`src/rtl/ctxh_pkg.sv`:
```
`timescale 1ns / 1ps
// shared types and constants of the context huffman text decoder
package ctxh_pkg;

    localparam int CFG_AW = 4;

    typedef enum logic [1:0] {
        REG_LEN_TABLE_COUNT  = 2'd0,
        REG_LOWEST_CONTEXT   = 2'd1,
        REG_SYMBOL_COUNT     = 2'd2,
        REG_HIGH_MARKER_CNT  = 2'd3
    } reg_idx_t;

    typedef enum logic {
        OP_TABLE_WRITE = 1'b0,
        OP_STREAM_BYTE = 1'b1
    } opcode_t;

    typedef enum logic [1:0] {
        PH_LEN   = 2'd0,
        PH_FIRST = 2'd1,
        PH_CODE  = 2'd2,
        PH_SPARE = 2'd3
    } phase_t;

    typedef enum logic [3:0] {
        S_IDLE,
        S_EMIT_FIRST,
        S_NL_CHK,
        S_NL_W,
        S_BIT,
        S_BIT_CHK,
        S_CNT_W,
        S_LK_CHK,
        S_LK_W,
        S_OFF,
        S_OFF_W,
        S_CH,
        S_CH_W,
        S_EMIT_CH,
        S_EMIT_TERM,
        S_EMIT_ERR
    } state_t;

    typedef struct packed {
        logic [4:0] length_table_count;
        logic [7:0] lowest_context;
        logic [7:0] symbol_count;
        logic [4:0] high_marker_count;
    } cfg_t;

endpackage

```
`src/rtl/ctxh_regs.sv`:
```
`timescale 1ns / 1ps
// apb configuration registers of the context huffman text decoder
module ctxh_regs (
    input  logic                       aclk,
    input  logic                       aresetn,
    input  logic                       psel,
    input  logic                       penable,
    input  logic                       pwrite,
    input  logic [ctxh_pkg::CFG_AW-1:0] paddr,
    input  logic [31:0]                pwdata,
    output logic [31:0]                prdata,
    output logic                       pready,
    output ctxh_pkg::cfg_t             cfg
);
    import ctxh_pkg::*;

    cfg_t     cfg_reg;
    reg_idx_t idx;
    logic     wr_en;

    assign idx    = reg_idx_t'(paddr[CFG_AW-1:2]);
    assign wr_en  = psel & penable & pwrite;
    assign pready = 1'b1;
    assign cfg    = cfg_reg;

    always_ff @(posedge aclk) begin
        if (!aresetn) begin
            cfg_reg.length_table_count <= 5'd1;
            cfg_reg.lowest_context     <= 8'd0;
            cfg_reg.symbol_count       <= 8'd0;
            cfg_reg.high_marker_count  <= 5'd1;
        end else if (wr_en) begin
            unique case (idx)
                REG_LEN_TABLE_COUNT: cfg_reg.length_table_count <= pwdata[4:0];
                REG_LOWEST_CONTEXT:  cfg_reg.lowest_context     <= pwdata[7:0];
                REG_SYMBOL_COUNT:    cfg_reg.symbol_count       <= pwdata[7:0];
                REG_HIGH_MARKER_CNT: cfg_reg.high_marker_count  <= pwdata[4:0];
                default: ;
            endcase
        end
    end

    always_comb begin
        unique case (idx)
            REG_LEN_TABLE_COUNT: prdata = {27'd0, cfg_reg.length_table_count};
            REG_LOWEST_CONTEXT:  prdata = {24'd0, cfg_reg.lowest_context};
            REG_SYMBOL_COUNT:    prdata = {24'd0, cfg_reg.symbol_count};
            REG_HIGH_MARKER_CNT: prdata = {27'd0, cfg_reg.high_marker_count};
            default:             prdata = 32'd0;
        endcase
    end

endmodule

```
`config.mk`:
```
export PLATFORM = sky130hd
export DESIGN_NAME = ctxh_regs
export DESIGN_NICKNAME = d
export VERILOG_FILES = /design/src/rtl/ctxh_pkg.sv /design/src/rtl/ctxh_regs.sv
export SDC_FILE = /design/constraint.sdc
export NUM_CORES = 1
export LEC_CHECK = 0
export BUFFER_PORTS_ARGS = -buffer_cell sky130_fd_sc_hd__buf_4
export CAP_MARGIN = 40
export CORE_AREA = 2 2 65 67
export CTS_CLUSTER_DIAMETER = 40
export DETAILED_ROUTE_END_ITERATION = 16
export DIE_AREA = 0 0 67 69
export PLACE_DENSITY = 0.76
export SETUP_SLACK_MARGIN = 0.15
export SKIP_CTS_REPAIR_TIMING = 1
export SYNTH_ARGS = -nofsm -noshare
export SYNTH_HDL_FRONTEND = slang
export SYNTH_SLANG_ARGS = --single-unit
```
`constraint.sdc`:
```
create_clock -name aclk -period 0.8 [get_ports aclk]
set_input_delay 0.08 -clock aclk [delete_from_list [all_inputs] [get_ports aclk]]
set_output_delay 0.08 -clock aclk [all_outputs]
set_load 0.05 [all_outputs]
```
=== Word-level counts from Yosys, hierarchy flattened ===
Cells that the tools add are included.

* Reductions and logical operators: 5
* Eq/ne operators: 3
* Muxes and demuxes: 1
* Bitwise logic cells: 2

{| class="wikitable"
|+ Operator list
! operator !! number
|-
| 32-bit one-hot mux with 4 select lines || 1
|-
| 2-bit AND reduction || 4
|-
| 2-bit == test, second input constant || 2
|-
| 1-bit AND || 2
|-
| 2-bit by 1-bit == test with 1-bit output, second input constant || 1
|-
| 2-bit logical NOT || 1
|}

* Word-level logic and storage cells: 15
* Input port bits: 41
* Register bits: 26
* Output and inout bits: 59

=== Logic depth before layout (Yosys ltp) ===
* Word-level depth: 3
* Mapped depth: 4
* Depth with buffers taken out: 3

=== Worst setup path before layout ===
No wires, ideal clock.

* Path type: flip-flop to output port
* Start: reg cfg_reg (netlist bit cfg[18])
* End: out prdata[5]
* Cell stages (with the launch flop): 2
* Data required time: 0.720 ns
* Arrival time: 1.159 ns
* Setup slack: -0.439 ns
* Buffers on the path: 0
* Cell sequence: dfxtp_1 -> a22o_1

* Cells in the longest elaborated chain, start to end: 1

{| class="wikitable"
|+ RTL lines
! item !! RTL line !! text
|-
| start: declaration || ctxh_regs.sv:17 || <nowiki>cfg_t cfg_reg;</nowiki>
|-
| 32-bit one-hot mux with 4 select lines || ctxh_regs.sv:44 || <nowiki>unique case (idx)</nowiki>
|-
| end: declaration || ctxh_regs.sv:11 || <nowiki>output logic [31:0] prdata,</nowiki>
|}

Every way passes these cells. The select of a mux whose other input is x is not followed.

=== Worst setup path in the final report ===
* Start: reg cfg_reg (netlist bit cfg[1])
* End: out prdata[1]

Same word-level chain as after synthesis.

==> run summary <==
largest family of logic cells by synthesized area -> multiplexers
Comb pwr share -> 27.7%
Worst-Skew Late Latency -> 260 ps
Post-Synthesis Cells -> 139
CP max-delay cell -> mux4_2
clock-pin transition on the worst setup and hold timing paths -> 90 ps
Vias/cell -> 4.39
Routed WL -> 3710 µm
PwrDens -> 1080 mW/mm²
Tot GR Track Use -> 13.8%
R2R cell count -> 3
CTS max path bufs -> 2
Post-synth EDFFs -> 0
vias in the first global route -> 1115
post-route clock skew -> 0 ps
Mapped Area -> 0.00138 mm²
TritonRoute pass-1 iters -> 4
global-route wire length before repair -> 5080 µm
worst reg-to-reg setup slack -> 0 ps
reg-to-reg critical path startpoint -> cfg[21]$_SDFFE_PN1P_
synth unique cells -> 16
clock sink count -> 26
outcome -> finished, violations left
RSZ-0062 raised after global routing -> yes
Via Count -> 1203
Top Metal Used -> met4
grt total ovfl -> 0
Avg Cell Area, Syn -> 9.92 µm²
Power, Total -> 2.80 mW
number of flip-flops in the largest register -> 26
WL met3 -> 180 µm
hold_sp -> pwdata[5]
async set-reset flop share out of synthesis -> 0%
CP peak stage delay -> 490 ps
Peak VDD IR -> 0.863 mV
Worst Setup SP -> cfg[1]$_SDFFE_PN0P_
mux contribution to synthesized area -> 27.0%
switching share of total power -> 33.3%
final period utilization -> 170%
min Tclk post-route -> 1360 ps
initial antenna violation count -> 0
dpl hpwl -> 2570 µm
WHS Path Cells -> 3
Die Span Y -> 69 µm
CTS tree -> yes
critical path type -> flop to primary output
NumNets Final -> 266
largest net degree at the start of global routing -> 21
critical path fanouts, max -> 2
row count -> 23
total CTS buffers -> 3
arrival time at the worst endpoint -> 1280 ps
startpoint types -> flop
Routed Antenna Nets -> 0
M1 WL -> 1390 µm
met2 wire length -> 2120 µm
H-tree Lvls -> 1
P_int -> 1.87 mW
Worst Hold End -> cfg[10]$_SDFFE_PN0P_
Post-synth top flop -> dfxtp_1
GP Congestion -> 0.755
failing checks -> setup timing
Max Cap Viol -> 0
register area share after synthesis -> 37.7%
Switch Pwr -> 0.931 mW
DIE AREA -> 0.00462 mm²
Synthesis Warnings -> 0
share of cells above drive strength 1 -> 67.4%
Layout area overhead -> 87.3%
synthesized flop and latch total -> 26
final setup margin -> -560 ps
Core Region -> 0.00391 mm²
final setup fails -> 35
Post-Synth Simple-Gate Area -> 14.2%
Pleak -> 1.15 nW
Compound-Gate Fraction of Synth Area -> 1.91%
CP cell instances -> mux4_2 -> buf_6
post-synthesis xor/xnor area fraction -> 0%
Starting DRT DRC Count -> 25
CP endpoint kind -> primary output
drt drc -> 0
clock power share -> 27.0%
Max Fclk -> 0.735 GHz
Initial Util -> 35.2%
Root Driver -> clkbuf_8
Util after Layout -> 66.0%
Critical Path RT -> 720 ps
Hold/Removal Path Class -> input port to flop
n_diodes -> 0
Port Buf Inserts -> 48
DR WL/cell -> 13.5 µm
Adder-Cell Fraction of Synth Area -> 0%
Hold Vio Cnt, Final -> 0
num ports -> 100
r2r endpoint -> cfg[21]$_SDFFE_PN1P_
Slew Viols, Final -> 0
Die Width -> 67 µm
sequential share of power -> 45.3%
==> worst max-delay path: cells and delay by family (launching register included) <==
family	cells	cell delay (ps)
multiplexers	1	490
flip-flops	1	360
buffers and inverters	1	170
==> kinds of logic (layout without fill, tap and decap cells) <==
| group | after synthesis | in the layout |
|---|---|---|
| mux | 31 | 31 |
| simple gates | 43 | 43 |
| other cells | 2 | 25 |
| flops | 26 | 26 |
| compound gates | 3 | 3 |
| buf+inv | 34 | 96 |
==> power groups by stage <==
stage                     logic, mW  registers (mW)  clock network (mW)
after floorplan               0.555            1.36                   0
after global placement        0.680            1.29                   0
after detailed placement      0.686            1.29                   0
after CTS                     0.687            1.26               0.774
after global routing          0.815            1.27               0.844
final                         0.776            1.27               0.756
==> synthesized netlist by cell type (2+ instances only) <==
cell,number,area share [%]
dfxtp_1,26,38
nand2_1,33,9.0
a22o_1,3,1.9
mux4_2,5,8.2
conb_1,2,0.54
and2b_1,2,1.1
nor3b_1,2,1.1
buf_6,3,2.4
nor2b_1,3,1.4
clkbuf_1,2,0.54
buf_4,28,15
mux2i_1,26,19
==> layout by cell type, fill, tap and decap left out, drive strengths merged, types with 2 or more instances in the layout <==
master  instances
conb           25
mux4            5
a22o            3
nand2          33
mux2i          26
nor3b           2
and2b           2
dfxtp          26
nor2b           3
buf            92
clkbuf          4
==> routing by layer <==
| metal | vias to the layer above | global-route usage (%) |
|---|---|---|
| met4 | 0 | 2.04 |
| met2 | 42 | 23.3 |
| met3 | 2 | 1.96 |
| li1 | 584 | - |
| met5 | - | 0 |
| met1 | 575 | 18.7 |
==> area by class of cell <==
class                   instances  area [µm²]
clock buffers                   4        45.0
fillers                       318        1330
multi-input cells             102         802
flip-flops and latches         26         601
well taps                      50        62.6
repair buffers                 92        1070
==> worst max-delay path by stage <==
| stage | end | cells after the start |
|---|---|---|
| 2_1_floorplan | prdata[0] | 1 |
| 3_3_place_gp | prdata[3] | 3 |
| 3_5_place_dp | prdata[3] | 3 |
| 4_1_cts | prdata[3] | 2 |
| 5_1_grt | prdata[1] | 2 |
| 6_report | prdata[1] | 2 |
==> stage by stage <==
stage               TNS, ps  area (µm²)  cells  hold WS [ps]  setup slack [ps]
global route          -8540        2580    274          94.1              -590
detailed placement    -7510        2090    267           364              -312
finish                -7370        2580    274          86.9              -560
global placement      -6820        2090    267           360              -304
floorplan             -1910        1630    162           234              -307
CTS                   -8950        2130    271          81.9              -572
Power figures use the tool's default switching activity.
